--- src/design/sns_pkg.sv ---
// ----------------------------------------------------------------------------
// sns_pkg
// Shared types, codes and constants of the spiking neuron step block.
// ----------------------------------------------------------------------------
package sns_pkg;

  localparam int RingDepth = 64;
  localparam int RingAw    = (RingDepth > 1) ? $clog2(RingDepth) : 1;
  localparam int DelayW    = 6;
  localparam int SlotW     = ((RingAw > DelayW) ? RingAw : DelayW) + 1;

  localparam int PotW   = 32;
  localparam int DecayW = 16;
  localparam int ParW   = 31;
  localparam int TickW  = 16;
  localparam int CfgIdxW = 3;

  localparam logic [DecayW-1:0] MembraneDecayRst   = 16'd63918;
  localparam logic [DecayW-1:0] SynapticDecayRst   = 16'd62339;
  localparam logic [DecayW-1:0] RefractoryDecayRst = 16'd65209;
  localparam logic [ParW-1:0]   FireThresholdRst   = 31'd65536;
  localparam logic [ParW-1:0]   InvTauMembraneRst  = 31'd16384;
  localparam logic [ParW-1:0]   InvTauSynapticRst  = 31'd32768;
  localparam logic [ParW-1:0]   InvTauRefractRst   = 31'd3277;
  localparam logic [ParW-1:0]   SlopeFloor         = 31'd6554;

  typedef logic [RingAw-1:0] slot_t;

  typedef enum logic [1:0] {
    CMD_TICK  = 2'd0,
    CMD_SPIKE = 2'd1,
    CMD_CLEAR = 2'd2
  } cmd_e;

  typedef enum logic [CfgIdxW-1:0] {
    CFG_MEMBRANE_DECAY   = 3'd0,
    CFG_SYNAPTIC_DECAY   = 3'd1,
    CFG_REFRACTORY_DECAY = 3'd2,
    CFG_FIRE_THRESHOLD   = 3'd3,
    CFG_INV_TAU_MEMBRANE = 3'd4,
    CFG_INV_TAU_SYNAPTIC = 3'd5,
    CFG_INV_TAU_REFRACT  = 3'd6,
    CFG_SINGLE_SPIKE     = 3'd7
  } cfg_idx_e;

  typedef enum logic [3:0] {
    ST_IDLE,
    ST_SPK_WR,
    ST_DEC_M,
    ST_DEC_S,
    ST_DEC_R,
    ST_SUM,
    ST_SLP_R,
    ST_SLP_M,
    ST_SLP_S,
    ST_OUT
  } state_e;

  typedef struct packed {
    logic                   rd_en;
    logic                   kill_en;
    logic                   wr_en;
    logic                   flush;
    slot_t                  rd_addr;
    slot_t                  wr_addr;
    logic signed [PotW-1:0] wr_data;
  } ring_req_t;

endpackage

--- src/design/sns_ring.sv ---
// ----------------------------------------------------------------------------
// sns_ring
// Arrival ring: one-port-read, one-port-write slot memory with per-slot
// valid bits; an invalid slot reads as zero.
// ----------------------------------------------------------------------------
module sns_ring (
  input  logic                            clk_i,
  input  logic                            rst_ni,
  input  sns_pkg::ring_req_t              req_i,
  output logic signed [sns_pkg::PotW-1:0] rd_data_o
);

  logic signed [sns_pkg::PotW-1:0] mem [sns_pkg::RingDepth];
  logic [sns_pkg::RingDepth-1:0]   vld_q;
  logic signed [sns_pkg::PotW-1:0] rd_data_q;
  logic                            rd_vld_q;

  always_ff @(posedge clk_i) begin
    if (req_i.wr_en) begin
      mem[req_i.wr_addr] <= req_i.wr_data;
    end
    if (req_i.rd_en) begin
      rd_data_q <= mem[req_i.rd_addr];
    end
  end

  always_ff @(posedge clk_i or negedge rst_ni) begin
    if (!rst_ni) begin
      vld_q    <= '0;
      rd_vld_q <= 1'b0;
    end else begin
      if (req_i.rd_en) begin
        rd_vld_q <= vld_q[req_i.rd_addr];
      end
      if (req_i.flush) begin
        vld_q <= '0;
      end else begin
        if (req_i.kill_en) begin
          vld_q[req_i.rd_addr] <= 1'b0;
        end
        if (req_i.wr_en) begin
          vld_q[req_i.wr_addr] <= 1'b1;
        end
      end
    end
  end

  assign rd_data_o = rd_vld_q ? rd_data_q : '0;

endmodule

--- config.mk ---
export PLATFORM = sky130hd
export DESIGN_NAME = sns_ring
export DESIGN_NICKNAME = d
export VERILOG_FILES = /design/src/design/sns_pkg.sv /design/src/design/sns_ring.sv
export SDC_FILE = /design/constraint.sdc
export NUM_CORES = 2
export LEC_CHECK = 0
export ABC_AREA = 1
export BUFFER_PORTS_ARGS = -buffer_cell sky130_fd_sc_hd__buf_2
export CAP_MARGIN = 25
export CORE_MARGIN = 3
export CORE_UTILIZATION = 63
export DETAILED_ROUTE_END_ITERATION = 10
export PLACE_DENSITY_LB_ADDON = 0.05
export SYNTH_ARGS = -nofsm -noshare
export SYNTH_HDL_FRONTEND = slang
export SYNTH_SLANG_ARGS = --single-unit
--- constraint.sdc ---
create_clock -name clk_i -period 1.7 [get_ports clk_i]
set_input_delay 0.17 -clock clk_i [delete_from_list [all_inputs] [get_ports clk_i]]
set_output_delay 0.17 -clock clk_i [all_outputs]
set_load 0.01 [all_outputs]
======== Word level (Yosys, flattened, before mapping) ========
Memory sizes are Yosys's and may differ from the RTL's. A register that Yosys moved wholly into a read port is not among the register bits.
Cells that the tools add are included.
storage, ports and cells
  register bits after elaboration ......... 65
  latch bits .............................. 0
  memory bits (writable) .................. 2048
  memory bits (read-only) ................. 0
  input port bits ......................... 50
  output and inout bits ................... 32
  word-level logic and storage cells ...... 25
  memories kept ........................... 1
cells by class
  $add $sub $neg .......................... 0
  multiply operators ...................... 0
  divide/modulo/power cells ............... 0
  $lt $le $gt $ge ......................... 4
  equal/unequal tests ..................... 0
  shift operators ......................... 0
  muxes and demuxes ....................... 13
  bitwise gates (word level) .............. 3
  reduce and logical (&&, ||, !) cells .... 2
memory list
  name  words  width  read ports  clocked after Yosys merged registers in  write ports  line            RTL
  mem   64     32     1           1                                        1            sns_ring.sv:13  logic signed [sns_pkg::PotW-1:0] mem [sns_pkg::RingDepth];
operators with widths
  operator            number
  $mux 64             4
  $and 64x64->64      1
  $not 64->64         1
  $or 64x64->64       1
  $mux 32             1
  $lt 6x7->1 const B  2
  $demux 1 s6         2
  $ge 6x1->1 const B  2
  $bmux 1 s6          1
  $mux 1              5
  $logic_and 1x1->1   2

======== Depth between registers and ports, before layout ========
  depth in word-level cells ............... 11
  depth in mapped cells ................... 14
  depth with buffers taken out ............ 12

======== Worst setup path before layout ========
OpenSTA, ideal clock, no wires.
  path kind ............................... in2reg
  from .................................... input req_i[45] in the netlist's numbering
  to ...................................... memory mem[55][0] in the netlist's numbering (enable)
  setup time .............................. 423 ps
  arrival ................................. 2059 ps
  required time ........................... 1277 ps
  setup slack ............................. -782 ps
  cell stages on the path ................. 4
  buffers on the path ..................... 0
  cell sequence ........................... clkinv_1 nor3_1 inv_1 nor2_1
between the ends
  cells in the longest elaborated chain, start to end .. 2
ends and longest elaborated chain
  what                          line            RTL
  start: declaration            sns_ring.sv:9   input sns_pkg::ring_req_t req_i,
  $mux 1                        sns_ring.sv:19  if (req_i.wr_en) begin
  $mux 1 (not written as such)  sns_ring.sv:20  mem[req_i.wr_addr] <= req_i.wr_data;
  end: declaration              sns_ring.sv:13
No other way between the ends.

======== Worst setup path in the final report ========
  from .................................... register rd_vld_q
  to ...................................... output rd_data_o[20] in the netlist's numbering
between the ends
  cells in the longest elaborated chain, start to end .. 1
ends and longest elaborated chain
  what                      line            RTL
  start: declaration        sns_ring.sv:16  logic rd_vld_q;
  start signal: assignment  sns_ring.sv:33  rd_vld_q <= vld_q[req_i.rd_addr];
  $mux 32                   sns_ring.sv:48  assign rd_data_o = rd_vld_q ? rd_data_q : '0;
  end: declaration          sns_ring.sv:10  output logic signed [sns_pkg::PotW-1:0] rd_data_o
No other way between the ends.

==> key figures <==
Floorplanning
  – Top Ports: 82
  – Row cnt: 134
  – Initial Util: ~64%
  – Core area: 134000 sq um
  – Chip Width: 375 um
  – Chip height: ~380 um
  – Die area: 141000 sq um

Clocking
  – Clk buf depth: 3
  – CTS Buf Count: 207
  – Clock root cell: clkbuf_16
  – CTS tree: built
  – Clock transition at path regs: approximately 0.06 ns
  – Clock sink count: ~2100
  – Worst skew pair latency: ~0.84 ns
  – H-Tree Depth: 4

STA
  – Final Max Slew Viols: 0
  – Final Setup Violations: 33
  – Max_slew headroom: roughly 41%
  – Final setup margin: -0.323 ns
  – Clock period minus worst slack: slightly above 2 ns
  – Worst Hold Slack: 0.0281 ns
  – Setup tns final: -7.72 ns
  – Final Hold Fails: 0
  – Final Cycle Share: 119%
  – Unrepaired setup endpoints after global routing: yes
  – Fmax: 0.494 GHz
  – Worst-Margin Slew: 0.878 ns
  – Clk_skew: 0.0283 ns

Worst setup path
  – Critical Path RT: 1.53 ns
  – Critical Path Max Stage Delay: 0.40 ns
  – Worst-path cell chain: buf_12 -> nand2_1 -> inv_1 -> buf_2
  – Startpoint types: register
  – Critical path's top delay family: buffers and inverters
  – Arrival time worst endpoint: 1.85 ns
  – Kind of critical path: reg2out
  – CP endpoint kind: primary output
  – Slowest stage cell, crit path: dfrtp_2
  – CP bufs+invs: 3
  – Worst Path Max Fanout: 15

Detailed routing
  – Routed Antenna Nets: 0
  – DR iter-0 viols: about 9100
  – Drt pass-1 iters: 6
  – Via count: 60395
  – DRC: 0
  – Wirelength per Cell: 28.2 um
  – DRT Wirelength: 274 mm
  – Vias per Instance: 6.23

Synth
  – Simple-gate share of the synthesized area: 15.7%
  – Synth Area in Compound Gates: 6.57%
  – Syn_nets: 7209
  – Yosys reg bits: 2145
  – Mux contribution to synthesized area: 0%
  – Total of warnings raised by yosys: 0
  – Mapped Cells: 7159
  – Cell area after synthesis: 85800 sq um
  – Register area share after synthesis: between 70% and 80%
  – Xor/xnor share of the synthesized area: 0%
  – Adder-Cell Fraction of Synth Area: 0%
  – Share of Yosys cell area claimed by the top area cell type: 72.8%
  – Syn Area/Cell: 12.0 sq um
  – Yosys cell types: 32
  – Largest family of logic cells by synthesized area: simple AND/OR/NAND/NOR gates
  – Synth top area cells: edfxtp_1, nand2_1, a21oi_1
  – Largest area contributor in the netlist: edfxtp_1

Min path
  – Hold WC Path Type: in2reg

GRT
  – First-pass GRT wire length: 391 mm
  – GRT Overall Usage: 38.9%
  – Vias in the first global route: 57215
  – Initial antenna violation count: 9
  – Grt ovf: 0
  – Largest net degree at the start of global routing: 65

Final layout
  – Share of cells above drive strength 1: 15.2%
  – Finished Layout Cells: 9690
  – P&R area growth vs syn: 19.6%
  – Fin area: 103000 sq um
  – Final nets: 7790

Power and ir drop
  – Sw frac: 22.0%
  – Clock network power share: around two fifths
  – Peak VDD IR: 1.34 mV
  – Power Dens Cells: 1090 nW/um^2
  – Switching pwr: ~0.025 W
  – Gate power share: 6.6%
  – Leakage: 37.5 nW
  – Final Power: 0.112 W
  – Seq pwr share: a little over half
  – P_int: 0.0872 W

Place
  – GPL Wtd Cong: approximately 0.91
  – HPWL Detailed: 168 mm
  – Post-DP Area: 95100 sq um
  – # placed instances: 9268
  – PortBufs: just over 80

Status
  – Failing checks: negative setup slack
  – Outcome: complete, but fails checks

Run
  – Max-capacitance violation count: 0
## stage by stage
step / utilization [%] / setup slack [ns]
3_3_place_gp: 70.7 / -0.807
4_1_cts: 76.2 / -0.355
3_5_place_dp: 70.8 / -0.861
5_1_grt: 76.4 / -0.350
6_report: 76.4 / -0.323
2_1_floorplan: - / -0.311
## synth_stat cells, drive strengths merged
| cell type | number |
|---|---|
| clkbuf | 82 |
| o21ai | 312 |
| nor3 | 24 |
| edfxtp | 2080 |
| nand3 | 33 |
| nand3b | 37 |
| nor2 | 202 |
| a21oi | 687 |
| o21a | 32 |
| a22oi | 43 |
| nand2 | 2843 |
| dfrtp | 65 |
| or2 | 108 |
| nand4 | 110 |
| clkinv | 1 |
| o211ai | 4 |
| buf | 292 |
| o31ai | 6 |
| inv | 198 |
## layer usage
metal	routed length [um]	vias to the layer above	track usage [%]
met4	12200	2	16.0
met5	9	-	0
met3	37400	737	8.80
met2	125000	4470	59.8
li1	-	25969	-
met1	99000	29217	54.6
## timing repair
| item | in CTS | in global routing |
|---|---|---|
| gates cloned | 0 | 0 |
| resized for setup | 53 | 97 |
| hold endpoints to repair | 676 | 64 |
| hold buffers | 28 | 1 |
| setup endpoints to repair | 52 | 60 |
| buffers inserted | 1 | 0 |
| pin swaps | 4 | 34 |
## flip-flops by register name, indices dropped and copies added, names as in the netlist
| name | cells |
|---|---|
| rd_vld_q | 1 |
| mem | 2048 |
| vld_q | 64 |
| rd_data_q | 32 |
## worst register-to-register path: cells and delay by family, from the launching register on
| kind | cells | cell delay, ns |
|---|---|---|
| AO/OA/AOI/OAI | 1 | 0.06 |
| flip-flops | 1 | 0.38 |
| AND/OR/NAND/NOR | 8 | 1.00 |
## worst paths after layout
check / slack [ns] / cells past startpoint / start / endpoint
worst max-delay path: -0.32 / 4 / rd_vld_q$_DFFE_PN0P_ / rd_data_o[20]
worst min-delay path: 0.03 / 2 / req_i[28] / mem[52][28]$_DFFE_PP_
worst max register to register: -0.01 / 9 / mem[4][25]$_DFFE_PP_ / rd_data_q[25]$_DFFE_PP_
worst min register to register: 0.54 / 2 / vld_q[62]$_DFF_PN0_ / vld_q[62]$_DFF_PN0_
max in group asynchronous: 0.90 / 4 / rst_ni / vld_q[44]$_DFF_PN0_
min in group asynchronous: 0.57 / 4 / rst_ni / vld_q[25]$_DFF_PN0_
## power groups by stage
stage          clock network [W]  registers (W)  logic (W)
2_1_floorplan                  0         0.0597    0.00304
3_3_place_gp                   0         0.0597    0.00681
3_5_place_dp                   0         0.0597    0.00694
4_1_cts                   0.0460         0.0586    0.00712
5_1_grt                   0.0481         0.0586    0.00780
6_report                  0.0459         0.0586    0.00736
## cells in the final DEF (no fill, tap or decap), types with 5 or more instances in the layout
cell type and count:
or2_1 38, nand3_1 33, nand4_1 110, nand2_1 2774, clkbuf_16 213, or2_0 63
o31ai_1 6, o21a_1 32, dfrtp_1 64, nor2_1 110, clkinv_1 62, buf_4 378
clkinv_2 40, buf_12 258, nand3b_1 37, nor3_2 7, clkbuf_1 34, nand2_4 11
inv_2 10, buf_6 5, clkinvlp_4 5, bufinv_16 23, dlygate4sd3_1 28, a21oi_1 686
nor3_1 15, nor2_2 6, edfxtp_1 2080, buf_2 73, nor2_4 86, o21ai_1 68
nand2_2 58, a22oi_1 43, inv_1 185, o21ai_0 241
## final cells by class
| class | instances | area [sq um] |
|---|---|---|
| clock buffers | 251 | 5510 |
| diodes | 4 | 10.0 |
| fillers | 8215 | 31700 |
| multi-input cells | 4441 | 20000 |
| inverters | 199 | 783 |
| flip-flops and latches | 2145 | 64100 |
| repair buffers | 746 | 8760 |
| well taps | 1768 | 2210 |
| clock inverters | 136 | 1230 |
## kinds of logic after synthesis
kind of cell,after synthesis
AND/OR/NAND/NOR,3357
flip-flops,2145
AO/OA/AOI/OAI,1084
buffers and inverters,573
No activity file was read; power rests on OpenSTA's default activity.
